**config.mk**
```make
export PLATFORM = sky130hd
export DESIGN_NAME = fpte_ctrl
export DESIGN_NICKNAME = d
export VERILOG_FILES = /design/src/rtl/fpte_pkg.sv /design/src/rtl/fpte_ctrl.sv
export SDC_FILE = /design/constraint.sdc
export NUM_CORES = 1
export LEC_CHECK = 0
export BUFFER_PORTS_ARGS = -buffer_cell sky130_fd_sc_hd__buf_4
export CAP_MARGIN = 20
export CORE_MARGIN = 2
export CORE_UTILIZATION = 55
export CTS_BUF_LIST = sky130_fd_sc_hd__clkbuf_4
export DETAILED_ROUTE_END_ITERATION = 12
export GPL_TIMING_DRIVEN = 1
export HOLD_SLACK_MARGIN = 0.02
export PLACE_DENSITY = 0.93
export SLEW_MARGIN = 20
export SYNTH_ARGS = -nofsm -noshare
export SYNTH_HDL_FRONTEND = slang
export SYNTH_SLANG_ARGS = --single-unit
```
**constraint.sdc**
```tcl
create_clock -name clk -period 2.03 [get_ports clk]
set_input_delay 0.609 -clock clk [delete_from_list [all_inputs] [get_ports clk]]
set_output_delay 0.609 -clock clk [all_outputs]
set_load 0.01 [all_outputs]
```
**src/rtl/fpte_pkg.sv**
```systemverilog
// shared types, constants and helpers of the four-level page table engine
// no dependencies; every other file of the block but fpte_if.sv imports this package
package fpte_pkg;

  localparam int TABLE_FRAMES      = 32;
  localparam int ENTRIES_PER_TABLE = 512;
  localparam int IDX_W             = $clog2(ENTRIES_PER_TABLE);
  localparam int FRAME_W           = $clog2(TABLE_FRAMES);
  localparam int USED_W            = $clog2(TABLE_FRAMES + 1);
  localparam int ADDR_W            = FRAME_W + IDX_W;
  localparam int MEM_DEPTH         = TABLE_FRAMES * ENTRIES_PER_TABLE;
  localparam int ENTRY_W           = 24;
  localparam int PFN_W             = 20;
  localparam int COUNT_W           = 10;
  localparam int VA_W              = 48;
  localparam int PA_W              = 32;
  localparam int PAGE_SHIFT        = 12;

  // entry layout: present, writable, user, no-execute, then frame or page number
  localparam int E_P     = 0;
  localparam int E_W     = 1;
  localparam int E_U     = 2;
  localparam int E_NX    = 3;
  localparam int E_SHIFT = 4;

  localparam logic [FRAME_W-1:0] TOP_FRAME      = FRAME_W'(0);
  localparam logic [FRAME_W-1:0] FIRST_FREEABLE = FRAME_W'(2);

  typedef enum logic [1:0] {
    CMD_MAP    = 2'd0,
    CMD_UNMAP  = 2'd1,
    CMD_UPDATE = 2'd2,
    CMD_QUERY  = 2'd3
  } cmd_t;

  typedef enum logic [2:0] {
    ST_OK          = 3'd0,
    ST_BAD_ARG     = 3'd1,
    ST_ALREADY     = 3'd2,
    ST_NOT_PRESENT = 3'd3,
    ST_NO_SPACE    = 3'd4
  } status_t;

  typedef enum logic [3:0] {
    S_CLEAR,
    S_IDLE,
    S_CHECK,
    S_READ,
    S_EVAL,
    S_DECIDE,
    S_ALLOC,
    S_LEAF,
    S_FREE,
    S_DONE
  } state_t;

  typedef enum logic [2:0] {
    WR_NONE,
    WR_CLEAR,
    WR_TABLE,
    WR_LEAF_MAP,
    WR_LEAF_ZERO,
    WR_LEAF_UPD,
    WR_PARENT_ZERO
  } wr_kind_t;

  typedef struct packed {
    logic     idle;
    logic     rd_en;
    logic     capture;
    wr_kind_t wr;
    logic [1:0] lvl;
    logic     out_load;
    status_t  out_status;
    logic     query_ok;
  } ctl_t;

  typedef struct packed {
    cmd_t cmd;
    logic req_valid;
    logic arg_ok;
    logic rd_present;
    logic leaf_pu;
    logic user_all;
    logic enough;
    logic child_empty;
    logic clear_last;
    logic out_busy;
  } sts_t;

  function automatic logic [IDX_W-1:0] level_idx(input logic [VA_W-1:0] va,
                                                 input logic [1:0] lvl);
    logic [IDX_W-1:0] r;
    unique case (lvl)
      2'd0:    r = va[PAGE_SHIFT +: IDX_W];
      2'd1:    r = va[PAGE_SHIFT + IDX_W +: IDX_W];
      2'd2:    r = va[PAGE_SHIFT + 2*IDX_W +: IDX_W];
      default: r = va[PAGE_SHIFT + 3*IDX_W +: IDX_W];
    endcase
    return r;
  endfunction

endpackage

```
**src/rtl/fpte_ctrl.sv**
```systemverilog
// controller: sequences the walk, allocation, leaf write and release of empty tables
// depends on fpte_pkg; talks to the datapath through ctl_t and sts_t only
module fpte_ctrl (
  input  logic           clk,
  input  logic           rst,
  input  fpte_pkg::sts_t sts,
  output fpte_pkg::ctl_t ctl
);
  import fpte_pkg::*;

  state_t     state, state_next;
  logic [1:0] lvl, lvl_next;
  logic       missing, missing_next;
  status_t    stat, stat_next;
  logic       qok, qok_next;

  always_ff @(posedge clk) begin
    if (rst) begin
      state   <= S_CLEAR;
      lvl     <= 2'd3;
      missing <= 1'b0;
      stat    <= ST_OK;
      qok     <= 1'b0;
    end else begin
      state   <= state_next;
      lvl     <= lvl_next;
      missing <= missing_next;
      stat    <= stat_next;
      qok     <= qok_next;
    end
  end

  always_comb begin
    state_next   = state;
    lvl_next     = lvl;
    missing_next = missing;
    stat_next    = stat;
    qok_next     = qok;
    ctl          = '0;
    ctl.wr       = WR_NONE;
    ctl.lvl      = lvl;
    ctl.out_status = stat;
    ctl.query_ok = qok;
    unique case (state)
      S_CLEAR: begin
        ctl.wr = WR_CLEAR;
        if (sts.clear_last) state_next = S_IDLE;
      end
      S_IDLE: begin
        ctl.idle = 1'b1;
        if (sts.req_valid) state_next = S_CHECK;
      end
      S_CHECK: begin
        qok_next = 1'b0;
        if (!sts.arg_ok) begin
          stat_next  = ST_BAD_ARG;
          state_next = S_DONE;
        end else begin
          lvl_next   = 2'd3;
          state_next = S_READ;
        end
      end
      S_READ: begin
        ctl.rd_en  = 1'b1;
        state_next = S_EVAL;
      end
      S_EVAL: begin
        ctl.capture = 1'b1;
        if (!sts.rd_present) begin
          missing_next = 1'b1;
          state_next   = S_DECIDE;
        end else if (lvl == 2'd0) begin
          missing_next = 1'b0;
          state_next   = S_DECIDE;
        end else begin
          lvl_next   = lvl - 2'd1;
          state_next = S_READ;
        end
      end
      S_DECIDE: begin
        state_next = S_DONE;
        stat_next  = ST_NOT_PRESENT;
        unique case (sts.cmd)
          CMD_MAP: begin
            if (!missing) stat_next = ST_ALREADY;
            else if (!sts.enough) stat_next = ST_NO_SPACE;
            else if (lvl == 2'd0) state_next = S_LEAF;
            else state_next = S_ALLOC;
          end
          CMD_UNMAP: begin
            if (!missing) state_next = S_LEAF;
          end
          CMD_UPDATE: begin
            if (!missing && sts.leaf_pu) state_next = S_LEAF;
          end
          CMD_QUERY: begin
            if (!missing && sts.user_all) begin
              stat_next = ST_OK;
              qok_next  = 1'b1;
            end
          end
          default: ;
        endcase
      end
      S_ALLOC: begin
        // one new table per cycle, walking down towards the leaf table
        ctl.wr   = WR_TABLE;
        lvl_next = lvl - 2'd1;
        if (lvl == 2'd1) state_next = S_LEAF;
      end
      S_LEAF: begin
        stat_next  = ST_OK;
        state_next = S_DONE;
        unique case (sts.cmd)
          CMD_MAP:    ctl.wr = WR_LEAF_MAP;
          CMD_UPDATE: ctl.wr = WR_LEAF_UPD;
          CMD_UNMAP: begin
            ctl.wr     = WR_LEAF_ZERO;
            lvl_next   = 2'd0;
            state_next = S_FREE;
          end
          default: ctl.wr = WR_NONE;
        endcase
      end
      S_FREE: begin
        // release empty tables up the chain, clearing the parent entry each time
        if (sts.child_empty) begin
          ctl.wr = WR_PARENT_ZERO;
          if (lvl == 2'd2) state_next = S_DONE;
          else lvl_next = lvl + 2'd1;
        end else begin
          state_next = S_DONE;
        end
      end
      S_DONE: begin
        if (!sts.out_busy) begin
          ctl.out_load = 1'b1;
          state_next   = S_IDLE;
        end
      end
      default: state_next = S_IDLE;
    endcase
  end

endmodule
```
==> results.md, run 1 <==
- Overall die area: 2330 sq um
- Fmax: ~490 MHz
- Start of the worst register-to-register path: state[0]
- Total number of vias: 1243
- Number of maximum-capacitance constraint violations: 0
- Number of instances in the synthesized netlist: 138
- Largest area contributor in the synthesized netlist: sky130_fd_sc_hd__dfxtp_1
- Post-synth design cell area: 1080 sq um
- Worst setup slack for register-to-register paths: roughly 0.18 ns
- Fraction of final layout cells sized beyond drive strength 1: 0.410
- Max H-tree Level: 1
- Initial core utilization: 0.567
- Actual slew at the worst max-slew pin: 0.361 ns
- Critical Path Fanout Max: 3
- Cell at the root of the clock tree: sky130_fd_sc_hd__clkbuf_4
- Number of DRC violations after detailed routing: 0
- CTS max path bufs: 2
- Global-route congestion overflow total: 0
- Capture instance of the worst register-to-register path: state[3]
- Status: finished, final reports clean
- Period minus WS final: 2.03 ns
- GRT Resource Usage Total: 0.289
- WL final: ~3400 microns
- CTS tree: yes
- Number of fill cells: 119
- Cells on Worst Hold Path: 2
- Number of nets produced by synthesis: 159
- Design Power: 634 uW
- Critical path data required time: 1.42 ns
- Count of hold buffers inserted by post-cts repair: 0
- Hold crit path type: reg -> reg
- Sequential fraction of the synthesis area: 0.204
- Detail Placement HPWL: 2370 microns
- Number of top-level pins: 26
- Port Buffers: 25
- Launch instance of the worst min-delay path: stat[2]
- Clk slew on worst S/H paths: 0.08 ns
- Per-cell via count in the routed design: 6.22
- Power per standard cell area: 433 nW/um^2
- Die Span X: 48.3 microns
- Number of CTS-inserted buffers: 3
- Final worst path period share: 0.999
- Setup repair after global routing missed its margin: yes
- N_diodes: 0
- Area fraction of the dominant cell type after synthesis: 0.204
- Arr. time, crit path: 1.42 ns
- Starting DRC count in detailed routing: 58
- Number of flops mapped to enable cells by yosys: 0
- Number of distinct standard cells referenced by the synthesized netlist: 46
- Dominant synthesized flop cell: sky130_fd_sc_hd__dfxtp_1
- Biggest area contributors in the synthesized netlist: sky130_fd_sc_hd__dfxtp_1 (20%), sky130_fd_sc_hd__ha_1 (9.3%), sky130_fd_sc_hd__a21oi_1 (7.0%)
- Number of hold violations in the final report: 0
- Pin count of the biggest net entering global routing: 13
- Area growth syn-to-layout: 35.7%
- Number of synthesized register bits: 11
- Post-DRT Antenna Nets: 0
- Synthesized area divided by synthesized cell count: 7.82 sq um
- Leakage: between 0.0005 and 0.0006 uW
- Rel. slew slack: 0.758
- Maximum clock skew at final layout: 0.00148 ns
- Total number of yosys warnings: 0
- Count of final max-slew check failures: 0
- Last weighted congestion value of the routability-driven placer: 0.889
- Core footprint: 1900 sq um
- Final net count: 195
- Height of the die: 48.3 microns
- Multi-input gate area: 817 sq um
- Number of search-and-repair iterations in the first detailed-routing pass: 4
- Sequential standard cell area: ~230 sq um
- Mean routed wirelength per cell: 17.0 microns
- Cell Rows: 16
- Total negative setup slack: 0 ns
- Startpoint Class: input pin
- Hold endpoint: stat[2]
- First-pass GRT wire length: 4630 microns
- Critical path start-end classification: in -> out
- Initial antenna violation count: 0
- Kind of end point of the critical path: output pin
- Commonest cells in the netlist: sky130_fd_sc_hd__a21oi_1 (15), sky130_fd_sc_hd__nor2_1 (15), sky130_fd_sc_hd__inv_1 (12), sky130_fd_sc_hd__dfxtp_1 (11), sky130_fd_sc_hd__nand2_1 (9)
- Clock Sink Count: 11
- Vias in the first global route: 1029
- Peak supply drop: approximately 0.32 mV
- Setup-failing EPs final: 0
- Clock latency on the worst-skew pair: 0.28 ns
- Proportion of register bits with asynchronous set or reset after synthesis: 0
- Count of cells along the worst register-to-register path: 7
## layout by cell type, fill, tap and decap left out, types with 2 or more instances in the layout
cell | synthesis | routed
sky130_fd_sc_hd__nand2b_1 | 5 | 4
sky130_fd_sc_hd__a21oi_1 | 15 | 15
sky130_fd_sc_hd__a311o_1 | 2 | 2
sky130_fd_sc_hd__o32ai_2 | 1 | 2
sky130_fd_sc_hd__buf_4 | 2 | 39
sky130_fd_sc_hd__clkbuf_4 | 0 | 4
sky130_fd_sc_hd__nand4_1 | 2 | 2
sky130_fd_sc_hd__nor3_1 | 4 | 3
sky130_fd_sc_hd__ha_1 | 8 | 6
sky130_fd_sc_hd__nor2_2 | 2 | 4
sky130_fd_sc_hd__dfxtp_4 | 0 | 2
sky130_fd_sc_hd__nand2_1 | 9 | 9
sky130_fd_sc_hd__o311a_1 | 2 | 2
sky130_fd_sc_hd__a21o_1 | 2 | 2
sky130_fd_sc_hd__nor2_1 | 15 | 13
sky130_fd_sc_hd__inv_4 | 0 | 2
sky130_fd_sc_hd__o21ai_0 | 7 | 6
sky130_fd_sc_hd__a221o_1 | 2 | 2
sky130_fd_sc_hd__nor2b_1 | 2 | 2
sky130_fd_sc_hd__ha_4 | 0 | 2
sky130_fd_sc_hd__nor3_2 | 2 | 3
sky130_fd_sc_hd__dfxtp_1 | 11 | 8
sky130_fd_sc_hd__inv_1 | 12 | 9
sky130_fd_sc_hd__mux2i_1 | 2 | 2
## metrics by stage
step	area (sq um)	setup WS (ns)	cells	hold slack, ns	util
finish	1460	0.00154	200	0.452	0.770
global route	1460	-0.0174	200	0.492	0.770
CTS	1410	-0.0355	200	0.455	0.739
detailed placement	1370	-0.0468	196	0.445	0.720
global placement	1370	-0.0290	196	0.443	0.720
floorplan	1090	0.00526	138	0.444	-
## report_power, final
group,switching [uW],leakage [uW],internal [uW]
Combinational,115,0.000490,110
Clock,86.6,0.0000184,89.8
Sequential,11.1,0.0000909,221
## critical path, cell delays in order
cell	delay [ns]
sky130_fd_sc_hd__buf_4	0.11
sky130_fd_sc_hd__inv_4	0.05
sky130_fd_sc_hd__ha_4	0.16
sky130_fd_sc_hd__nor2_2	0.11
sky130_fd_sc_hd__nor2_1	0.06
sky130_fd_sc_hd__a21oi_1	0.14
sky130_fd_sc_hd__nor2_1	0.05
sky130_fd_sc_hd__buf_4	0.13
## layer usage
| metal | vias to the layer above | track usage | wire (microns) |
|---|---|---|---|
| met4 | 0 | 0.119 | 99 |
| met2 | 70 | 0.429 | 1670 |
| met1 | 582 | 0.412 | 1380 |
| met5 | - | 0 | 0 |
| met3 | 14 | 0.0481 | 251 |
| li1 | 577 | - | - |
## flip-flops by register name, summed over array words and instances, names as in the netlist
name     flops
state        4
stat         3
lvl          2
missing      1
qok          1
## repair_timing
item | in CTS | in global routing
pin swaps | 1 | 2
setup buffers | 0 | 0
gates resized for setup | 6 | 16
setup endpoints to repair | 7 | 7
## worst max-delay path by stage
stage / from / endpoint / slack, ns / cells past startpoint
floorplan: sts[9] / ctl[7] / 0.005 / 7
global placement: sts[9] / ctl[7] / -0.03 / 8
detailed placement: sts[9] / ctl[7] / -0.05 / 8
CTS: sts[9] / ctl[7] / -0.04 / 8
global route: sts[9] / ctl[7] / -0.02 / 8
finish: sts[9] / ctl[7] / 0.002 / 8
## logic make-up (layout without fill, tap and decap cells)
group           Yosys count  after routing  synth area share
simple gates             50             50             0.249
compound gates           44             44             0.326
buf+inv                  21             56            0.0882
flops                    11             11             0.204
fa+ha+maj                 9              9             0.103
mux                       3              3            0.0290
## layout make-up
cell class | instances | share of cell area
Tap cell | 27 | 0.0231
Clock buffer | 4 | 0.0205
Inverter | 12 | 0.0342
Multi-Input combinational cell | 106 | 0.558
Sequential cell | 11 | 0.156
Timing Repair Buffer | 40 | 0.208
(Power assumes the default switching activity.)
==> inputs of run 2 (changes only) <==
--- a/config.mk
+++ b/config.mk
@@ -8,12 +8,12 @@
 export BUFFER_PORTS_ARGS = -buffer_cell sky130_fd_sc_hd__buf_4
 export CAP_MARGIN = 20
 export CORE_MARGIN = 2
-export CORE_UTILIZATION = 55
+export CORE_UTILIZATION = 38
 export CTS_BUF_LIST = sky130_fd_sc_hd__clkbuf_4
 export DETAILED_ROUTE_END_ITERATION = 12
 export GPL_TIMING_DRIVEN = 1
 export HOLD_SLACK_MARGIN = 0.02
-export PLACE_DENSITY = 0.93
+export PLACE_DENSITY = 0.71
 export SLEW_MARGIN = 20
 export SYNTH_ARGS = -nofsm -noshare
 export SYNTH_HDL_FRONTEND = slang
==> run 2 against run 1 <==
- die area grew 41%
- worst hold slack gained 0.0036 ns
- utilization shrank 21 points
- clock power grew 4%
- largest power group unchanged
- critical path depth shrank 4
- highest routed layer unchanged
- power grew 1.5%
- critical path type is now reg -> out
==> results.md, run 2 (synthesis results as in run 1) <==
- Status: finished, final reports clean (unchanged)
- Kind of end point of the critical path: output pin (unchanged)
- Peak supply drop: 0.409 mV (was 0.321 mV)
- Number of top-level pins: 26 (unchanged)
- Fraction of final layout cells sized beyond drive strength 1: 0.415 (was 0.410)
- Power per standard cell area: 422 nW/um^2 (was 433 nW/um^2)
- Gate family responsible for the most delay along the worst path: flip-flops (was buffers and inverters)
- Slowest cell on crit path: sky130_fd_sc_hd__dfxtp_4 (was sky130_fd_sc_hd__ha_4)
- Proportion of power drawn by combinational gates: 0.357 (was 0.355)
- Actual slew at the worst max-slew pin: 0.349 ns (was 0.361 ns)
- GRT Resource Usage Total: 0.217 (was 0.289)
- Area of all placed cells without fillers: 1530 sq um (was 1460 sq um)
- Biggest register: state (unchanged)
- Start of the worst register-to-register path: lvl[0] (was state[0])
- Per-cell via count in the routed design: 5.96 (was 6.22)
- Count of hold buffers inserted by post-cts repair: 0 (unchanged)
- Setup repair after global routing missed its margin: yes (unchanged)
- Leakage: 0.000622 uW (was 0.000599 uW)
- Pin count of the biggest net entering global routing: 12 (was 13)
- Number of hold violations in the final report: 0 (unchanged)
- Startpoint Class: flip-flop (was input pin)
- Final worst path period share: 0.999 (about the same)
- Setup-failing EPs final: 0 (unchanged)
- Number of CTS-inserted buffers: 3 (unchanged)
- Sequential standard cell area: 233 sq um (was 229 sq um)
- Most common cell after layout, fill and taps aside: sky130_fd_sc_hd__buf_4 (unchanged)
- CTS max path bufs: 2 (unchanged)
- Count of cells along the worst register-to-register path: 6 (was 7)
- Critical Path Fanout Max: 7 (was 3)
- Count of final max-slew check failures: 0 (unchanged)
- Critical path start-end classification: reg -> out (was in -> out)
- Design internal power: 424 uW (was 421 uW)
- Critical Path Max Stage Delay: 0.38 ns (was 0.16 ns)
- Overall die area: 3280 sq um (was 2330 sq um)
- Cells after DPL: 199 (was 196)
- Multi-input gate area: 831 sq um (was 817 sq um)
- Die Span X: 57.3 microns (was 48.3 microns)
- Smallest hold slack: 0.456 ns (was 0.452 ns)
- Height of the die: 57.3 microns (was 48.3 microns)
- Registers with the most flip-flops: state (4), stat (3), lvl (2) (unchanged)
- CTS tree: yes (unchanged)
- Cell Rows: 19 (was 16)
- Port Buffers: 25 (unchanged)
- Clk slew on worst S/H paths: 0.08 ns (about the same)
- Vias in the first global route: 1172 (was 1029)
- Post-DRT Antenna Nets: 0 (unchanged)
- Cells on Worst Hold Path: 2 (unchanged)
- Arr. time, crit path: 1.42 ns (about the same)
- Hold crit path type: reg -> reg (unchanged)
- Count of buffering cells on the critical path with inverters included: 2 (was 3)
- Number of fill cells: 234 (was 119)
- Worst setup slack for register-to-register paths: 0.25 ns (was 0.18 ns)
- Rel. slew slack: 0.767 (was 0.758)
- Post-layout instance count excluding filler cells: 207 (was 200)
- Clock latency on the worst-skew pair: 0.29 ns (was 0.28 ns)
- Final net count: 198 (was 195)
- Critical path data required time: 1.42 ns (about the same)
- Clock Sink Count: 11 (unchanged)
- WL final: 3380 microns (was 3400 microns)
- Area growth syn-to-layout: 41.5% (was 35.7%)
- Top library cells by usage in the layout, fill and taps aside: sky130_fd_sc_hd__buf_4 (40), sky130_fd_sc_hd__a21oi_1 (15), sky130_fd_sc_hd__nor2_1 (13) (was sky130_fd_sc_hd__buf_4 (39), sky130_fd_sc_hd__a21oi_1 (15), sky130_fd_sc_hd__nor2_1 (13))
- Switching power as a share of total power: 0.341 (was 0.336)
- Critical Path, Cell by Cell: buf_4 > nand2b_1 > o32ai_4 > buf_6 (was buf_4 > inv_4 > ha_4 > nor2_2 > nor2_1 > a21oi_1 > nor2_1 > buf_4)
- First-pass GRT wire length: 5580 microns (was 4630 microns)
- Total negative setup slack: 0 ns (unchanged)
- Initial core utilization: 0.395 (was 0.567)
- Launch instance of the worst min-delay path: stat[2] (unchanged)
- Number of flip-flops in the largest register: 4 (unchanged)
- Capture instance of the worst register-to-register path: lvl[1] (was state[3])
- Initial antenna violation count: 0 (unchanged)
- Number of DRC violations after detailed routing: 0 (unchanged)
- Number of search-and-repair iterations in the first detailed-routing pass: 4 (unchanged)
- Max H-tree Level: 1 (unchanged)
- Fmax: 493 MHz (about the same)
- Period minus WS final: 2.03 ns (about the same)
- Number of maximum-capacitance constraint violations: 0 (unchanged)
- Power share of the clock group: 0.285 (was 0.278)
- Detail Placement HPWL: 2420 microns (was 2370 microns)
- Maximum clock skew at final layout: 0.00148 ns (about the same)
- Part of the power in registers: 0.359 (was 0.366)
- Power spent charging and discharging nets: 219 uW (was 213 uW)
- Cell at the root of the clock tree: sky130_fd_sc_hd__clkbuf_4 (unchanged)
- Core footprint: 2730 sq um (was 1900 sq um)
- Mean routed wirelength per cell: 16.3 microns (was 17.0 microns)
- Area post-placement: 1370 sq um (about the same)
- Starting DRC count in detailed routing: 54 (was 58)
- Core occupancy in the finished layout: 0.558 (was 0.770)
- N_diodes: 0 (unchanged)
- Hold endpoint: stat[2] (unchanged)
- Global-route congestion overflow total: 0 (unchanged)
- Last weighted congestion value of the routability-driven placer: 0.869 (was 0.889)
- Total number of vias: 1233 (was 1243)
## run 2: how the worst max path moves through the flow
| stage | from | to | slack, ns | cells after the start |
|---|---|---|---|---|
| 2_1_floorplan | sts[9] | ctl[7] | 0.005 | 7 |
| 5_1_grt | sts[10] | ctl[7] | -0.02 | 8 |
| 4_1_cts | sts[10] | ctl[8] | -0.05 | 6 |
| 3_3_place_gp | sts[9] | ctl[8] | -0.06 | 6 |
| 6_report | state[3] | ctl[8] | 0.002 | 4 |
| 3_5_place_dp | sts[9] | ctl[8] | -0.13 | 6 |
## run 2: repair_timing
action	CTS	global route
pin swaps	3	6
endpoints found under the hold margin	0	0
endpoints found under the setup margin	6	7
resized for setup	10	20
setup buffers	2	2
## run 2: per-layer routing
layer / part of all wire / global-route usage
met1: 0.42 / 0.280
met2: 0.49 / 0.355
met3: 0.070 / 0.0385
met4: 0.028 / 0.0930
met5: 0 / 0
## run 2: metrics by stage
stage	power [uW]	worst slack [ns]
finish	644	0.00160
global route	667	-0.0162
CTS	620	-0.0525
detailed placement	436	-0.127
global placement	432	-0.0580
floorplan	358	0.00526
## run 2: worst register-to-register path: cells and delay by family, from the launching register on
kind / cells / cell delay (ns)
compound gates: 3 / 0.72
flops: 1 / 0.41
fa+ha+maj: 1 / 0.24
simple gates: 1 / 0.21
buf+inv: 1 / 0.10
## run 2: area by class of cell
class                   instances  area share
multi-input cells             106       0.544
clock buffers                   4      0.0197
repair buffers                 43       0.224
flip-flops and latches         11       0.152
inverters                      12      0.0344
well taps                      31      0.0254
## run 2: power groups by stage
stage | registers (uW) | clock network (uW) | logic [uW]
3_3_place_gp | 237 | 0 | 196
4_1_cts | 231 | 185 | 204
5_1_grt | 231 | 188 | 247
6_report | 231 | 183 | 230
2_1_floorplan | 234 | 0 | 123
3_5_place_dp | 237 | 0 | 200
